==> config.mk <==
export PLATFORM = sky130hd
export DESIGN_NAME = rqbias_datapath
export DESIGN_NICKNAME = d
export VERILOG_FILES = /design/src/design/rqbias_pkg.sv /design/src/design/rqbias_datapath.sv
export SDC_FILE = /design/constraint.sdc
export NUM_CORES = 2
export LEC_CHECK = 0
export ABC_AREA = 1
export BUFFER_PORTS_ARGS = -buffer_cell sky130_fd_sc_hd__buf_2
export CAP_MARGIN = 25
export CELL_PAD_IN_SITES_DETAIL_PLACEMENT = 0
export CELL_PAD_IN_SITES_GLOBAL_PLACEMENT = 1
export CORE_ASPECT_RATIO = 1.1
export CORE_UTILIZATION = 44
export CTS_CLUSTER_DIAMETER = 200
export DETAILED_ROUTE_END_ITERATION = 16
export PLACE_DENSITY_LB_ADDON = 0.1
export SYNTH_ARGS = -nofsm -noshare
export SYNTH_HDL_FRONTEND = slang
export SYNTH_SLANG_ARGS = --single-unit
==> constraint.sdc <==
create_clock -name aclk -period 5.1 [get_ports aclk]
set_input_delay 0.255 -clock aclk [delete_from_list [all_inputs] [get_ports aclk]]
set_output_delay 0.255 -clock aclk [all_outputs]
set_load 0.01 [all_outputs]
==> src/design/rqbias_pkg.sv <==
// shared types and constants for the uint8 requantizing bias add
`timescale 1ns / 1ps

package rqbias_pkg;

    localparam int VAL_W      = 8;
    localparam int CHAN_W     = 10;
    localparam int CCNT_W     = 11;
    localparam int MULT_W     = 32;
    localparam int SUM_W      = 18;
    localparam int CFG_IDX_W  = 3;
    localparam int CFG_DATA_W = 32;
    localparam int DIFF_W     = VAL_W + 1;
    localparam int PROD_W     = DIFF_W + MULT_W + 1;
    localparam int ACC_W      = PROD_W + 1;
    localparam int FRAC_W     = 24;
    localparam int CCNT_MAX   = (1 << CCNT_W) - 1;

    localparam logic OP_LOAD = 1'b0;
    localparam logic OP_ACT  = 1'b1;

    typedef enum logic [CFG_IDX_W-1:0] {
        CFG_CHANNEL_COUNT    = 3'd0,
        CFG_INPUT_ZERO_POINT = 3'd1,
        CFG_BIAS_ZERO_POINT  = 3'd2,
        CFG_INPUT_MULTIPLIER = 3'd3,
        CFG_BIAS_MULTIPLIER  = 3'd4
    } cfg_idx_t;

    typedef struct packed {
        logic [CCNT_W-1:0] channel_count;
        logic [VAL_W-1:0]  input_zero_point;
        logic [VAL_W-1:0]  bias_zero_point;
        logic [MULT_W-1:0] input_multiplier;
        logic [MULT_W-1:0] bias_multiplier;
    } cfg_t;

    typedef struct packed {
        logic              valid;
        logic [CHAN_W-1:0] channel;
        logic              last;
    } tag_t;

    function automatic int eff_max(input int max_channels);
        return (max_channels > CCNT_MAX) ? CCNT_MAX : max_channels;
    endfunction

    function automatic int cnt_width(input int max_channels);
        int m;
        m = eff_max(max_channels);
        return (m > 1) ? $clog2(m) : 1;
    endfunction

endpackage

==> src/design/rqbias_datapath.sv <==
// offset, multiply, sum, round and saturate pipeline with output register
`timescale 1ns / 1ps

module rqbias_datapath import rqbias_pkg::*; (
    input  logic              aclk,
    input  logic              aresetn,
    input  logic              adv,
    input  tag_t              in_tag,
    input  logic [VAL_W-1:0]  in_value,
    input  logic [VAL_W-1:0]  bias_rd,
    input  cfg_t              cfg,
    output logic              out_valid,
    output logic [SUM_W-1:0]  out_sum,
    output logic [CHAN_W-1:0] out_channel,
    output logic              out_last
);

    localparam int Q_W = ACC_W - FRAC_W;
    localparam logic signed [ACC_W-1:0] HALF_Q = ACC_W'(64'd1 << (FRAC_W - 1));
    localparam logic signed [Q_W-1:0]   Q_MAX  = Q_W'((64'd1 << (SUM_W - 1)) - 64'd1);
    localparam logic signed [Q_W-1:0]   Q_MIN  = -Q_MAX - Q_W'(1);

    tag_t                      s1_tag_reg;
    logic signed [DIFF_W-1:0]  s1_dx_reg;
    tag_t                      s2_tag_reg;
    logic signed [PROD_W-1:0]  s2_px_reg;
    logic signed [PROD_W-1:0]  s2_pb_reg;
    tag_t                      s3_tag_reg;
    logic signed [ACC_W-1:0]   s3_acc_reg;
    logic                      m_valid_reg;
    logic [SUM_W-1:0]          m_sum_reg;
    logic [CHAN_W-1:0]         m_channel_reg;
    logic                      m_last_reg;

    logic signed [DIFF_W-1:0]  dx;
    logic signed [DIFF_W-1:0]  db;
    logic signed [PROD_W-1:0]  px;
    logic signed [PROD_W-1:0]  pb;
    logic signed [ACC_W-1:0]   acc;
    logic signed [Q_W-1:0]     q_floor;
    logic signed [Q_W-1:0]     q_trunc;
    logic                      rnd_up;
    logic [SUM_W-1:0]          q_sat;

    assign dx  = DIFF_W'(in_value) - DIFF_W'(cfg.input_zero_point);
    assign db  = DIFF_W'(bias_rd) - DIFF_W'(cfg.bias_zero_point);
    assign px  = s1_dx_reg * $signed({1'b0, cfg.input_multiplier});
    assign pb  = db * $signed({1'b0, cfg.bias_multiplier});
    assign acc = ACC_W'(s2_px_reg) + ACC_W'(s2_pb_reg) + HALF_Q;

    // toward-zero division by 2^24
    assign q_floor = s3_acc_reg[ACC_W-1:FRAC_W];
    assign rnd_up  = s3_acc_reg[ACC_W-1] && (|s3_acc_reg[FRAC_W-1:0]);
    assign q_trunc = q_floor + $signed({{(Q_W-1){1'b0}}, rnd_up});

    always_comb begin
        if (q_trunc > Q_MAX) begin
            q_sat = Q_MAX[SUM_W-1:0];
        end else if (q_trunc < Q_MIN) begin
            q_sat = Q_MIN[SUM_W-1:0];
        end else begin
            q_sat = q_trunc[SUM_W-1:0];
        end
    end

    always_ff @(posedge aclk) begin
        if (!aresetn) begin
            s1_tag_reg.valid <= 1'b0;
            s2_tag_reg.valid <= 1'b0;
            s3_tag_reg.valid <= 1'b0;
            m_valid_reg      <= 1'b0;
        end else if (adv) begin
            s1_tag_reg  <= in_tag;
            s2_tag_reg  <= s1_tag_reg;
            s3_tag_reg  <= s2_tag_reg;
            m_valid_reg <= s3_tag_reg.valid;
        end
    end

    always_ff @(posedge aclk) begin
        if (adv) begin
            s1_dx_reg     <= dx;
            s2_px_reg     <= px;
            s2_pb_reg     <= pb;
            s3_acc_reg    <= acc;
            m_sum_reg     <= q_sat;
            m_channel_reg <= s3_tag_reg.channel;
            m_last_reg    <= s3_tag_reg.last;
        end
    end

    assign out_valid   = m_valid_reg;
    assign out_sum     = m_sum_reg;
    assign out_channel = m_channel_reg;
    assign out_last    = m_last_reg;

endmodule

==> results.sh <==
export IMPL_status="finished clean"
export IMPL_crit_path_start="bias_rd[0]"
export IMPL_most_common_layout_cells="nand2_1, inv_1, fa_1"
export IMPL_synthFlopType="edfxtp_1"
export IMPL_r2r_slack_ns=0.15
export IMPL_first_pass_iters=5
export IMPL_rr_worst_depth=20
export IMPL_required_ns=5.39
export IMPL_regArea_mm2=0.00603
export IMPL_cts_made_buffers=23
export IMPL_final_common_cell="nand2_1"
export IMPL_antenna_found_initial=2
export IMPL_num_io_pins=152
export IMPL_htreeDepth=1
export IMPL_tightest_slew_ns=0.857
export IMPL_cts_root_buf="clkbuf_16"
export IMPL_design_area_mm2=0.0375
export IMPL_yosysWarningCount=0
export IMPL_vias=25300
export IMPL_worst_ep_arrival_time_ns=5.30
export IMPL_drive_gt1_share_pct=17.8
export IMPL_dpl_cell_area_mm2=0.0355
export IMPL_grt_first_pass_wirelength_mm=136
export IMPL_post_route_drc_count=0
export IMPL_end_kind="flop"
export IMPL_clock_latency_ns=0.55
export IMPL_cp_max_fo=5
export IMPL_hp_class="input port to flop"
export IMPL_syn_area_mm2=0.0311
export IMPL_clk_path_buf_depth=3
export IMPL_synth_cell_type_count=39
export IMPL_cts_num_sinks=202
export IMPL_drt_wl_total_mm=84.1
export IMPL_routedWlPerCell_um=15.9
export IMPL_finalClockSkew_ns=0.0169
export IMPL_rsz0062_at_grt="yes"
export IMPL_hold_viol_final=0
export IMPL_cts_reportedPaths_clkPinSlew_ns=0.06
export IMPL_timing_final_crit_share_pct=98.2
export IMPL_postRouteAntennaNets=0
export IMPL_fin_crit_ns=5.01
export IMPL_place_gp_congestion=0.919
export IMPL_io_buffers=140
export IMPL_largest_register_ffs=43
export IMPL_slew_headroom_pct=42.9
export IMPL_grt_overflow_total=0
export IMPL_start_util_pct=44.8
export IMPL_final_nets=5213
export IMPL_path_common_cell="nand2_2"
export IMPL_slew_viol_final=0
export IMPL_hp_start="cfg[72]"
export IMPL_setup_viol=0
export IMPL_synthArstFlopShare_pct=0
export IMPL_syn_inst=4014
export IMPL_r2r_end="s2_px_reg[35]$_DFFE_PP_"
export IMPL_ys_ff_latch=202
export IMPL_cp_slowest_cell="fa_1"
export IMPL_dp_hpwl_mm=71.7
export IMPL_cts_tree="yes"
export IMPL_die_w_um=256
export IMPL_syn_nets=4865
export IMPL_drt_iter0_markers=1116
export IMPL_dieArea_mm2=0.0718
export IMPL_nFillCells=6870
export IMPL_coreArea_mm2=0.0695
export IMPL_cp_depth=31
export IMPL_post_drt_via_cell_ratio=4.77
export IMPL_first_global_vias=26100
export IMPL_grt_max_degree=71
export IMPL_synth_seq_area_share_pct=19.4
export IMPL_antennaDiodeCount=0
export IMPL_multi_input_area_mm2=0.0230
export IMPL_fmax_mhz=200
export IMPL_area_growth_pct=20.6
export IMPL_cp_top_family="adder cells"
export IMPL_synth_edf_count=198
export IMPL_maxCapViolations=0
export IMPL_grt_use_total_pct=23.9
export IMPL_critPathLaunchType="input port"
export IMPL_syn_area_per_cell_um2=7.75
export IMPL_std_cell_rows=101
export IMPL_r2r_start="s1_dx_reg[8]$_DFFE_PP_"
export IMPL_critical_path_max_stage_delay_ns=0.55
export IMPL_die_h_um=281
export IMPL_cp_num_buf_inv=4
export IMPL_endpoint="s2_pb_reg[23]$_DFFE_PP_"
export IMPL_crit_type="input port to flop"
## cell usage after synthesis (3+ instances only)
| master | number | area, um^2 |
|---|---|---|
| ha_1 | 304 | 3800 |
| nand3_1 | 125 | 626 |
| buf_2 | 4 | 20.0 |
| buf_1 | 4 | 15.0 |
| buf_4 | 6 | 45.0 |
| nand2_2 | 7 | 43.8 |
| nor2_1 | 368 | 1380 |
| fa_1 | 425 | 8510 |
| clkbuf_1 | 69 | 259 |
| nor4_1 | 9 | 56.3 |
| inv_2 | 5 | 18.8 |
| o21ai_0 | 39 | 195 |
| nand4_1 | 22 | 138 |
| buf_6 | 4 | 45.0 |
| dfxtp_1 | 4 | 80.1 |
| or2_2 | 34 | 213 |
| nand2_1 | 1238 | 4650 |
| or2_1 | 3 | 18.8 |
| a31oi_1 | 5 | 31.3 |
| nand3_2 | 3 | 30.0 |
| inv_1 | 898 | 3370 |
| nor3_1 | 26 | 130 |
| o21bai_1 | 14 | 105 |
| xor2_1 | 68 | 596 |
| nand2_4 | 3 | 33.8 |
| edfxtp_1 | 198 | 5950 |
| a21oi_1 | 97 | 485 |
| xnor2_1 | 16 | 140 |
## routing by layer
metal	vias to the layer above	global-route usage (%)	routed length (um)
li1	12700	-	-
met1	12000	32.6	39500
met2	444	40.9	39600
met3	82	2.00	2820
met4	2	6.11	2140
met5	-	0	10
## worst min-delay path: stages
cell   delay (ns)
buf_2        0.07
ha_1         0.11
inv_1        0.03
## kinds of logic (layout without fill, tap and decap cells)
family	after synthesis	in the layout	share of synthesized area, %
XOR/XNOR	84	84	2.36
buffers and inverters	990	1352	12.1
AND/OR/NAND/NOR	1849	1852	23.8
flip-flops	202	202	19.4
AO/OA/AOI/OAI	160	160	2.74
adder cells (fa/ha/maj)	729	729	39.6
## through the flow
stage	hold slack, ns	TNS [ns]	std cells	util, %	setup slack (ns)
final	0.0867	0	5306	54.0	0.0919
after global routing	0.0863	-1.37	5306	54.0	-0.138
after CTS	0.0547	0	5288	52.5	0.00653
after detailed placement	0.405	-18.67	5230	51.0	-0.711
after global placement	0.400	-17.34	5229	51.0	-0.688
after floorplan	0.354	-1.20	4014	-	-0.137
## worst min path at each step
| stage | slack, ns | cells past startpoint | end |
|---|---|---|---|
| after CTS | 0.05 | 3 | s1_dx_reg[0]$_DFFE_PP_ |
| after global routing | 0.09 | 3 | s1_dx_reg[0]$_DFFE_PP_ |
| after floorplan | 0.35 | 0 | s1_tag_reg[0]$_DFFE_PP_ |
| final | 0.09 | 3 | s1_dx_reg[0]$_DFFE_PP_ |
| after detailed placement | 0.40 | 0 | out_channel[4]$_DFFE_PP_ |
| after global placement | 0.40 | 0 | s3_tag_reg[10]$_DFFE_PP_ |
## what timing repair did
action | in CTS | in global routing
endpoints found under the hold margin | 15 | 0
pin swaps | 3 | 94
hold buffers | 14 | 0
resized for setup | 17 | 210
gates cloned | 1 | 5
endpoints found under the setup margin | 36 | 59
buffers inserted | 1 | 14
## layout make-up
class / instances / share of cell area (%)
Clock buffer: 23 / 1.53
Clock inverter: 19 / 0.587
Inverter: 903 / 9.07
Multi-Input combinational cell: 2825 / 61.3
Sequential cell: 202 / 16.1
Tap cell: 927 / 3.09
Timing Repair Buffer: 407 / 8.39
Power is not shown: default switching activity piles up to over one toggle a cycle in this logic, so the estimate is an artifact.
