## src/design/rqbias_pkg.sv

```systemverilog
// shared types and constants for the uint8 requantizing bias add
`timescale 1ns / 1ps

package rqbias_pkg;

    localparam int VAL_W      = 8;
    localparam int CHAN_W     = 10;
    localparam int CCNT_W     = 11;
    localparam int MULT_W     = 32;
    localparam int SUM_W      = 18;
    localparam int CFG_IDX_W  = 3;
    localparam int CFG_DATA_W = 32;
    localparam int DIFF_W     = VAL_W + 1;
    localparam int PROD_W     = DIFF_W + MULT_W + 1;
    localparam int ACC_W      = PROD_W + 1;
    localparam int FRAC_W     = 24;
    localparam int CCNT_MAX   = (1 << CCNT_W) - 1;

    localparam logic OP_LOAD = 1'b0;
    localparam logic OP_ACT  = 1'b1;

    typedef enum logic [CFG_IDX_W-1:0] {
        CFG_CHANNEL_COUNT    = 3'd0,
        CFG_INPUT_ZERO_POINT = 3'd1,
        CFG_BIAS_ZERO_POINT  = 3'd2,
        CFG_INPUT_MULTIPLIER = 3'd3,
        CFG_BIAS_MULTIPLIER  = 3'd4
    } cfg_idx_t;

    typedef struct packed {
        logic [CCNT_W-1:0] channel_count;
        logic [VAL_W-1:0]  input_zero_point;
        logic [VAL_W-1:0]  bias_zero_point;
        logic [MULT_W-1:0] input_multiplier;
        logic [MULT_W-1:0] bias_multiplier;
    } cfg_t;

    typedef struct packed {
        logic              valid;
        logic [CHAN_W-1:0] channel;
        logic              last;
    } tag_t;

    function automatic int eff_max(input int max_channels);
        return (max_channels > CCNT_MAX) ? CCNT_MAX : max_channels;
    endfunction

    function automatic int cnt_width(input int max_channels);
        int m;
        m = eff_max(max_channels);
        return (m > 1) ? $clog2(m) : 1;
    endfunction

endpackage

```

## src/design/rqbias_chan_seq.sv

```systemverilog
// channel counter that tags each activation with its channel and position end
`timescale 1ns / 1ps

module rqbias_chan_seq import rqbias_pkg::*; #(
    parameter int MAX_CHANNELS = 1024
) (
    input  logic                                 aclk,
    input  logic                                 aresetn,
    input  logic                                 act_xfer,
    input  logic                                 load_xfer,
    input  logic [CCNT_W-1:0]                    channel_count,
    output tag_t                                 tag,
    output logic [CCNT_W-1:0]                    rd_ch,
    output logic [cnt_width(MAX_CHANNELS)-1:0]   ctr
);

    localparam int CNT_W = cnt_width(MAX_CHANNELS);
    localparam logic [CCNT_W-1:0] N_MAX = CCNT_W'(eff_max(MAX_CHANNELS));

    logic [CNT_W-1:0]  ctr_reg;
    logic [CNT_W-1:0]  ctr_next;
    logic [CCNT_W-1:0] n_eff;
    logic [CCNT_W-1:0] ctr_ext;
    logic [CCNT_W-1:0] ch_eff;
    logic              last;

    always_comb begin
        if (channel_count == '0) begin
            n_eff = CCNT_W'(1);
        end else if (channel_count > N_MAX) begin
            n_eff = N_MAX;
        end else begin
            n_eff = channel_count;
        end
    end

    assign ctr_ext = CCNT_W'(ctr_reg);
    assign ch_eff  = (ctr_ext >= n_eff) ? '0 : ctr_ext;
    assign last    = (ch_eff == n_eff - CCNT_W'(1));

    always_comb begin
        ctr_next = ctr_reg;
        if (load_xfer) begin
            ctr_next = '0;
        end else if (act_xfer) begin
            ctr_next = last ? '0 : CNT_W'(ch_eff + CCNT_W'(1));
        end
    end

    always_ff @(posedge aclk) begin
        if (!aresetn) begin
            ctr_reg <= '0;
        end else begin
            ctr_reg <= ctr_next;
        end
    end

    assign tag.valid   = act_xfer;
    assign tag.channel = CHAN_W'(ch_eff);
    assign tag.last    = last;
    assign rd_ch       = ch_eff;
    assign ctr         = ctr_reg;

endmodule

```

## config.mk

```make
export PLATFORM = sky130hd
export DESIGN_NAME = rqbias_chan_seq
export DESIGN_NICKNAME = d
export VERILOG_FILES = /design/src/design/rqbias_pkg.sv /design/src/design/rqbias_chan_seq.sv
export SDC_FILE = /design/constraint.sdc
export NUM_CORES = 1
export LEC_CHECK = 0
export ABC_AREA = 1
export ABC_CLOCK_PERIOD_IN_PS = 5400
export BUFFER_PORTS_ARGS = -buffer_cell sky130_fd_sc_hd__buf_2
export CAP_MARGIN = 15
export CORE_ASPECT_RATIO = 0.75
export CORE_MARGIN = 5
export CORE_UTILIZATION = 40
export DETAILED_ROUTE_END_ITERATION = 6
export GPL_TIMING_DRIVEN = 1
export PLACE_DENSITY_LB_ADDON = 0.1
export SLEW_MARGIN = 20
export SYNTH_ARGS = -nofsm -noshare
export SYNTH_HDL_FRONTEND = slang
export SYNTH_SLANG_ARGS = --single-unit
export TNS_END_PERCENT = 5
```

## constraint.sdc

```tcl
create_clock -name aclk -period 5.4 [get_ports aclk]
set_clock_uncertainty 0.05 [all_clocks]
set_input_delay 0 -clock aclk [delete_from_list [all_inputs] [get_ports aclk]]
set_output_delay 0 -clock aclk [all_outputs]
set_load 0.01 [all_outputs]
```

==> results of run 1 <==
==> final cells by class <==
| cell class | count | area share |
|---|---|---|
| Multi-Input combinational cell | 228 | 0.622 |
| Inverter | 52 | 0.0993 |
| Timing Repair Buffer | 46 | 0.116 |
| Tap cell | 55 | 0.0346 |
| Sequential cell | 10 | 0.101 |
| Clock buffer | 4 | 0.0277 |
==> stage by stage <==
stage | setup WS (ns) | area (um2) | utilization | instances
after floorplan | 2.53 | 1750 | - | 305
after global placement | 2.14 | 1940 | 0.469 | 391
after detailed placement | 2.06 | 1940 | 0.469 | 391
after CTS | 2.29 | 1990 | 0.482 | 395
after global routing | 1.90 | 1990 | 0.482 | 395
final | 2.26 | 1990 | 0.482 | 395
==> metal layers <==
metal | global-route usage | part of all wire | vias up | routed length, um
met2 | 0.266 | 0.40 | 41 | 2010
met4 | 0.0117 | 0 | 0 | 0
met3 | 0.0280 | 0.052 | 0 | 263
met1 | 0.268 | 0.55 | 855 | 2730
li1 | - | - | 1014 | -
met5 | 0 | 0 | - | 0
==> kinds of logic (layout without fill, tap and decap cells) <==
group / after synthesis / after routing / share of synthesized area
adders and majority gates: 12 / 12 / 0.0858
other: 1 / 1 / 0.00214
AOI/OAI and AO/OA: 29 / 29 / 0.100
xor gates and xnor gates: 11 / 11 / 0.0551
buffers and inverters: 67 / 102 / 0.177
DFF: 10 / 10 / 0.114
and+or+nand+nor: 175 / 175 / 0.465
==> report_power, final <==
part | switching [uW] | total (uW) | leakage [uW] | internal [uW]
Clock | 30.4 | 94.6 | 0.0000288 | 64.2
Sequential | 3.07 | 79.0 | 0.0000813 | 75.9
Combinational | 72.2 | 110 | 0.00102 | 38.0
Total | 106 | 284 | 0.00113 | 178
==> cells in the final DEF (no fill, tap or decap), drive strengths merged <==
cell type	count
a21boi	1
a21oi	14
buf	46
clkbuf	4
conb	1
dfxtp	10
ha	12
inv	52
nand2	100
nand3	28
nand4	7
nor2	38
nor3	2
o21ai	11
o21bai	2
o41ai	1
xnor2	1
xor2	10
==> path summary, 6_finish.rpt <==
path               startpoint  endpoint  cells past startpoint
max          channel_count[8]    tag[0]                     19
max reg2reg            ctr[0]    ctr[8]                     14
min reg2reg            ctr[0]    ctr[0]                      2
min                 load_xfer    ctr[2]                      4
==> tightest hold or removal path, delay by kind of cell <==
family,cells,cell delay (ns)
AOI/OAI and AO/OA,2,0.14
and+or+nand+nor,1,0.10
buffers and inverters,1,0.07
==> flow_summary.yaml, run 1 <==
power:
  totalPowerFinal_uw: 284
  power.static_leakage_uw: 0.00113
  ir_drop_v: 0.000126
  powerDensity_nw_per_um2: 143
critical_path:
  end_kind: "output pin"
  max_stage_delay_ns: 0.33
  crit_slowest_cell: "ha_1"
  arrival_ns: 3.09
  worstPathCellList: "buf_2 -> nor2_1 -> nand3_1 -> o21bai_4 -> nand2_1 -> ha_1 -> nand2_1 -> nor2_1 -> nand3_1 -> nand4_4 -> nor2_1 -> nand2_1 -> nand2_1 -> nor2_1 -> nand3_1 -> nor3_1 -> nand3_1 -> nor2_1 -> buf_2"
  rrSetupSlack_ns: 2.49
  cp_common_cell: "nor2_1"
  path_class: "in2out"
  critPathBufInv: 2
  worstSetupStartpointType: "input port"
  crit_fanout: 10
  path_delay_family: "simple AND/OR/NAND/NOR gates"
  crit_required_ns: 5.35
timing:
  hold_slack_ns: 0.0743
  tns_ns: 0
  fmax_mhz: 318
  rsz0062_at_grt: "no"
  drv_slew: 0
  setup_viol: 0
  period_share: 0.582
  period_needed_ns: 3.14
  hold_viol_final: 0
final_layout:
  multi_input_area_um2: 1240
  antenna_cells: 0
  fillers: 455
  largest_reg_flops: 10
  fin_nets: 368
  regArea_um2: 200
  drive_gt1_frac: 0.203
  layout-area-overhead-vs-synth_pct: 13.8
synthesis:
  async_flop_share: 0
  synth_area_um2: 1750
  yosys_warnings: 0
  ys_ff_latch: 10
  seq_area_frac_synth: 0.114
  yosys.area.top_type_share: 0.212
  avgSynthCellArea_um2: 5.74
  synth.area.top_cells: "nand2_1, dfxtp_1, inv_1, ha_1, nand3_1"
  synth_top_cell_by_area: "nand2_1"
  syn_inst: 305
  ys_types: 29
  yosys_most_used_dff: "dfxtp_1"
  synth_fp_nets: 332
  synth_most_common_cell: "nand2_1"
  ys_top_cells_by_count: "nand2_1, inv_1, nor2_1"
  synth_edf_count: 0
clocking:
  clock_path_buffers: 2
  cts_resized: 0
  htreeDepth: 1
  cts.sinks: 10
  hold_buffers: 0
  cts_tree: "built"
  numCtsBuffers: 3
  clk_pin_slew_ns: 0.05
  clk-insertion-delay-late_ns: 0.24
  cts_root_buf: "clkbuf_8"
  cts_setup_buffers: 0
run:
  max-cap-violations: 0
outcome:
  status: "finished clean"
global_routing:
  grt_max_degree: 17
  antenna_found_initial: 0
  grt_pass1_wl_um: 8060
  grtUsageTotal: 0.175
  grt_pass1_vias: 1648
  overflow: 0
placed_design:
  portBuffers: 46
  hpwl_um: 4190
  place_congestion: 0.869
detailed_routing:
  num_vias: 1910
  ant_nets: 0
  wire_per_inst_um: 12.7
  wl_um: 5010
  drtIter0Drc: 103
  route.detailed.drc: 0
  via_per_inst: 4.84
  drtPass1Iterations: 4
floorplan:
  die_x_um: 86.4
  die_area_um2: 5810
  initial_utilization: 0.424
  ios: 48
  fp.dieH_um: 67.3
  rows: 20
  core_area_um2: 4130
worst_hold_path:
  min_path_type: "in2reg"
No activity file was read; power rests on OpenSTA's default activity.
==> inputs of run 2 (changes only) <==
- ABC_CLOCK_PERIOD_IN_PS: 5400 -> 2600
- clock period: 5.4 -> 2.6 ns (I/O delays scaled with it)
==> flow_summary.yaml, run 2 (synthesis results as in run 1) <==
final_layout:
  finalInstanceArea_um2: 2930
  mostFrequentLayoutCell: "nand2_1"
  fin_nets: 448
  layout-area-overhead-vs-synth_pct: 67.6
  multi_input_area_um2: 1500
  largest_reg_flops: 10
  drive_gt1_frac: 0.464
  post-route-util: 0.710
  fillers: 370
  layout_common_cells: "nand2_1, buf_4, inv_1"
  antenna_cells: 0
  regArea_um2: 200
power:
  power_frac_clock: 0.274
  powerDensity_nw_per_um2: 255
  power_switching_uw: 279
  p_int_uw: 467
  p_sw_frac: 0.374
  comb_power_share: 0.509
  p_seq_frac: 0.217
  power.static_leakage_uw: 0.00160
  ir_drop_v: 0.000239
clocking:
  clk-insertion-delay-late_ns: 0.24
  clk_pin_slew_ns: 0.05
  numCtsBuffers: 3
  clock_path_buffers: 2
  htreeDepth: 1
  cts_root_buf: "clkbuf_8"
  cts_tree: "built"
  cts.sinks: 10
floorplan:
  initial_utilization: 0.424
  ios: 48
  die_area_um2: 5810
  fp.dieH_um: 67.3
  core_area_um2: 4130
  rows: 20
  die_x_um: 86.4
global_routing:
  antenna_found_initial: 0
  grtUsageTotal: 0.211
  grt_max_degree: 17
  grt_pass1_vias: 1993
  grt_pass1_wl_um: 9480
  overflow: 0
placed_design:
  hpwl_um: 4900
  place_congestion: 0.845
  detailedPlace.worstSlack_ns: -0.433
  portBuffers: 46
  placed_area_um2: 2490
detailed_routing:
  ant_nets: 0
  route.detailed.drc: 0
  drtPass1Iterations: 4
  wire_per_inst_um: 13.2
  drtIter0Drc: 162
  wl_um: 6290
  num_vias: 2263
  via_per_inst: 4.76
worst_hold_path:
  min_path_type: "in2reg"
  hold_path_end: "ctr[4]"
  hold_depth: 4
  holdCritStartpoint: "load_xfer"
critical_path:
  arrival_ns: 2.62
  critPathBufInv: 7
  crit_fanout: 6
  max_stage_delay_ns: 0.28
  crit_required_ns: 2.55
  rrSetupSlack_ns: 0.11
  path_delay_family: "simple AND/OR/NAND/NOR gates"
  crit_slowest_cell: "ha_4"
  cp_common_cell: "buf_6"
  end_kind: "output pin"
  r2r_end: "ctr[6]"
  worstSetupStartpointType: "input port"
  worstPathCellList: "buf_8 -> nor2_4 -> nand3_2 -> o21bai_4 -> buf_6 -> buf_6 -> nand2_4 -> ha_4 -> nand4_4 -> nor2_2 -> nand2_2 -> nand4_4 -> buf_8 -> nor2_4 -> buf_6 -> nand2_4 -> buf_6 -> nand4_1 -> nor3_2 -> nand3_1 -> nor2_1 -> buf_2"
  reg2reg_depth: 18
  timing.rr.start: "ctr[2]"
  path_class: "in2out"
timing:
  hold_viol_final: 0
  setup_viol: 1
  tns_ns: -0.0677
  fmax_mhz: 375
  fin_ws_ns: -0.0677
  rsz0062_at_grt: "yes"
  hold_slack_ns: 0.0699
  drv_slew: 0
  period_share: 1.03
  period_needed_ns: 2.67
outcome:
  status: "finished, violations left"
  violations: "negative setup slack"
run:
  max-cap-violations: 0
[run 2: cell count changes in the layout (fill, tap and decap cells not counted), moves of 6 or more]
cell	previous run	this run
ha_4	0	6
buf_4	0	71
buf_6	0	10
nand2_1	99	83
nand2_4	0	6
nor2_4	5	14
nand2_2	1	11
ha_1	12	5
nor2_1	30	16
[run 2: area by class of cell]
class                           instances  share of cell area
Inverter                               52              0.0674
Sequential cell                        10              0.0683
Multi-Input combinational cell        228               0.513
Tap cell                               55              0.0235
Timing Repair Buffer                  126               0.309
Clock buffer                            4              0.0188
[run 2: how the worst max path moves through the flow]
stage               slack, ns              from     end  cells after the start
floorplan               0.009  channel_count[1]  ctr[8]                     19
CTS                     0.008  channel_count[3]  tag[0]                     23
finish                  -0.07  channel_count[9]  tag[0]                     22
global route            -0.26  channel_count[9]  tag[0]                     22
global placement        -0.37  channel_count[8]  ctr[9]                     21
detailed placement      -0.43  channel_count[1]  ctr[7]                     21
[run 2: routing by layer]
metal	global-route usage	up-vias	share of wire	wire length [um]
met5	0	-	0	0
li1	-	1178	-	-
met3	0.0305	10	0.062	387
met1	0.298	1006	0.47	2960
met2	0.335	69	0.45	2820
met4	0.0545	0	0.018	116
[run 2: power by group through the flow]
stage	Clock [uW]	Combinational, uW	Sequential [uW]
global route	218	416	162
floorplan	0	178	167
CTS	207	329	162
detailed placement	0	305	165
finish	204	380	162
global placement	0	301	165
[run 2: metrics by stage]
stage | total power, uW | instances
2_1_floorplan | 345 | 305
3_3_place_gp | 466 | 454
3_5_place_dp | 469 | 454
4_1_cts | 697 | 469
5_1_grt | 796 | 475
6_report | 746 | 475
[run 2: timing repair]
item	4_1_cts	5_1_grt
hold endpoints to repair	0	0
buffers inserted	11	6
endpoints found under the setup margin	11	11
hold buffers	0	0
gates resized for setup	9	51
pin swaps	5	27
[run 2: tightest hold or removal path, cell delays in order]
cell and delay (ns):
buf_2 0.07, nor2_1 0.10, o21ai_0 0.10, a21oi_1 0.04
==> inputs of run 3 (changes only) <==
- CORE_ASPECT_RATIO: 0.75 -> not set
- CTS_BUF_LIST: not set -> sky130_fd_sc_hd__clkbuf_4 sky130_fd_sc_hd__clkbuf_8
==> flow_summary.yaml, run 3 (synthesis results as in run 1) <==
placed_design:
  portBuffers: 46
  dp.cells: 447
  detailedPlace.worstSlack_ns: -0.335
  place_congestion: 0.857
  hpwl_um: 4770
outcome:
  status: "finished, violations left"
  violations: "negative setup slack"
critical_path:
  crit_fanout: 7
  crit_required_ns: 2.67
  path_class: "in2reg"
  arrival_ns: 2.69
  worstSetupStartpointType: "input port"
  end_kind: "register"
timing:
  period_share: 1.01
  period_needed_ns: 2.63
  tns_ns: -0.0878
  fin_ws_ns: -0.0275
  hold_viol_final: 0
  drv_slew: 0
  fmax_mhz: 381
  setup_viol: 4
  rsz0062_at_grt: "yes"
floorplan:
  fp.dieH_um: 76.1
  ios: 48
  rows: 24
  core_area_um2: 4290
  die_area_um2: 5800
  initial_utilization: 0.407
  die_x_um: 76.1
final_layout:
  largest_reg_flops: 10
  drive_gt1_frac: 0.465
  fin_nets: 443
  multi_input_area_um2: 1530
  layout_common_cells: "nand2_1, buf_4, inv_1"
  antenna_cells: 0
  layout-area-overhead-vs-synth_pct: 66.5
  mostFrequentLayoutCell: "nand2_1"
  regArea_um2: 200
  fillers: 400
  stdcell_count: 467
global_routing:
  grt_max_degree: 17
  grtUsageTotal: 0.207
  grt_pass1_vias: 2198
  grt_pass1_wl_um: 10300
  overflow: 0
  antenna_found_initial: 0
clocking:
  clk-insertion-delay-late_ns: 0.24
  clk_pin_slew_ns: 0.05
  cts_root_buf: "clkbuf_8"
  htreeDepth: 1
  cts.sinks: 10
  clock_path_buffers: 2
  cts_tree: "built"
  numCtsBuffers: 3
detailed_routing:
  drtPass1Iterations: 4
  route.detailed.drc: 0
  num_vias: 2255
  drtIter0Drc: 130
  wl_um: 6020
  via_per_inst: 4.83
  wire_per_inst_um: 12.9
  ant_nets: 0
worst_hold_path:
  min_path_type: "in2reg"
power:
  powerDensity_nw_per_um2: 252
  ir_drop_v: 0.000224
  power.static_leakage_uw: 0.00157
run:
  max-cap-violations: 0
run 3: path summary, 6_finish.rpt:
check / from / end / slack, ns / cells after the start
max: channel_count[8] / ctr[4] / -0.03 / 20
min reg2reg: ctr[0] / ctr[0] / 0.59 / 3
max reg2reg: ctr[6] / ctr[4] / 0.06 / 16
min: load_xfer / ctr[4] / 0.08 / 4
run 3: repair_timing:
action / 4_1_cts / 5_1_grt
hold buffers: 0 / 0
gates cloned: 1 / 0
pin swaps: 21 / 27
setup buffers: 11 / 4
setup endpoints to repair: 11 / 11
resized for setup: 31 / 29
run 3: worst max-delay path, cell delays in order:
cell      delay, ns
buf_8          0.10
nor2_4         0.14
nand3_4        0.12
o21bai_4       0.26
buf_6          0.14
nand2_4        0.06
ha_4           0.25
inv_2          0.07
nor2_4         0.04
a21boi_4       0.20
nand4_4        0.17
buf_12         0.19
nor2_4         0.12
buf_4          0.15
inv_4          0.04
nor3_4         0.26
xor2_1         0.19
inv_1          0.06
nand2_1        0.07
a21oi_1        0.06
run 3: through the flow:
| stage | power [uW] | hold WS [ns] | utilization | area, um2 |
|---|---|---|---|---|
| floorplan | 345 | 0.0418 | - | 1830 |
| global placement | 461 | 0.302 | 0.575 | 2470 |
| detailed placement | 464 | 0.303 | 0.575 | 2470 |
| CTS | 706 | 0.0777 | 0.646 | 2770 |
| global route | 782 | 0.0907 | 0.678 | 2910 |
| finish | 733 | 0.0810 | 0.678 | 2910 |
run 3: power breakdown:
part	switching [uW]	leakage, uW	total (uW)	internal (uW)
Combinational	202	0.00146	374	172
Sequential	4.21	0.0000813	162	158
Clock	64.3	0.0000288	198	133
Total	270	0.00157	733	463
run 3: cell type report:
class                   count  area share
well taps                  52      0.0223
flip-flops and latches     10      0.0688
repair buffers            120       0.297
clock buffers               4      0.0189
multi-input cells         229       0.526
inverters                  52      0.0679
run 3: per-layer routing:
metal | part of all wire | up-vias | global-route usage | routed length [um]
met5 | 0 | - | 0 | 0
met4 | 0.0043 | 0 | 0.0192 | 26
met3 | 0.045 | 4 | 0.0236 | 274
met1 | 0.45 | 1032 | 0.278 | 2710
li1 | - | 1162 | - | -
met2 | 0.50 | 57 | 0.365 | 3020
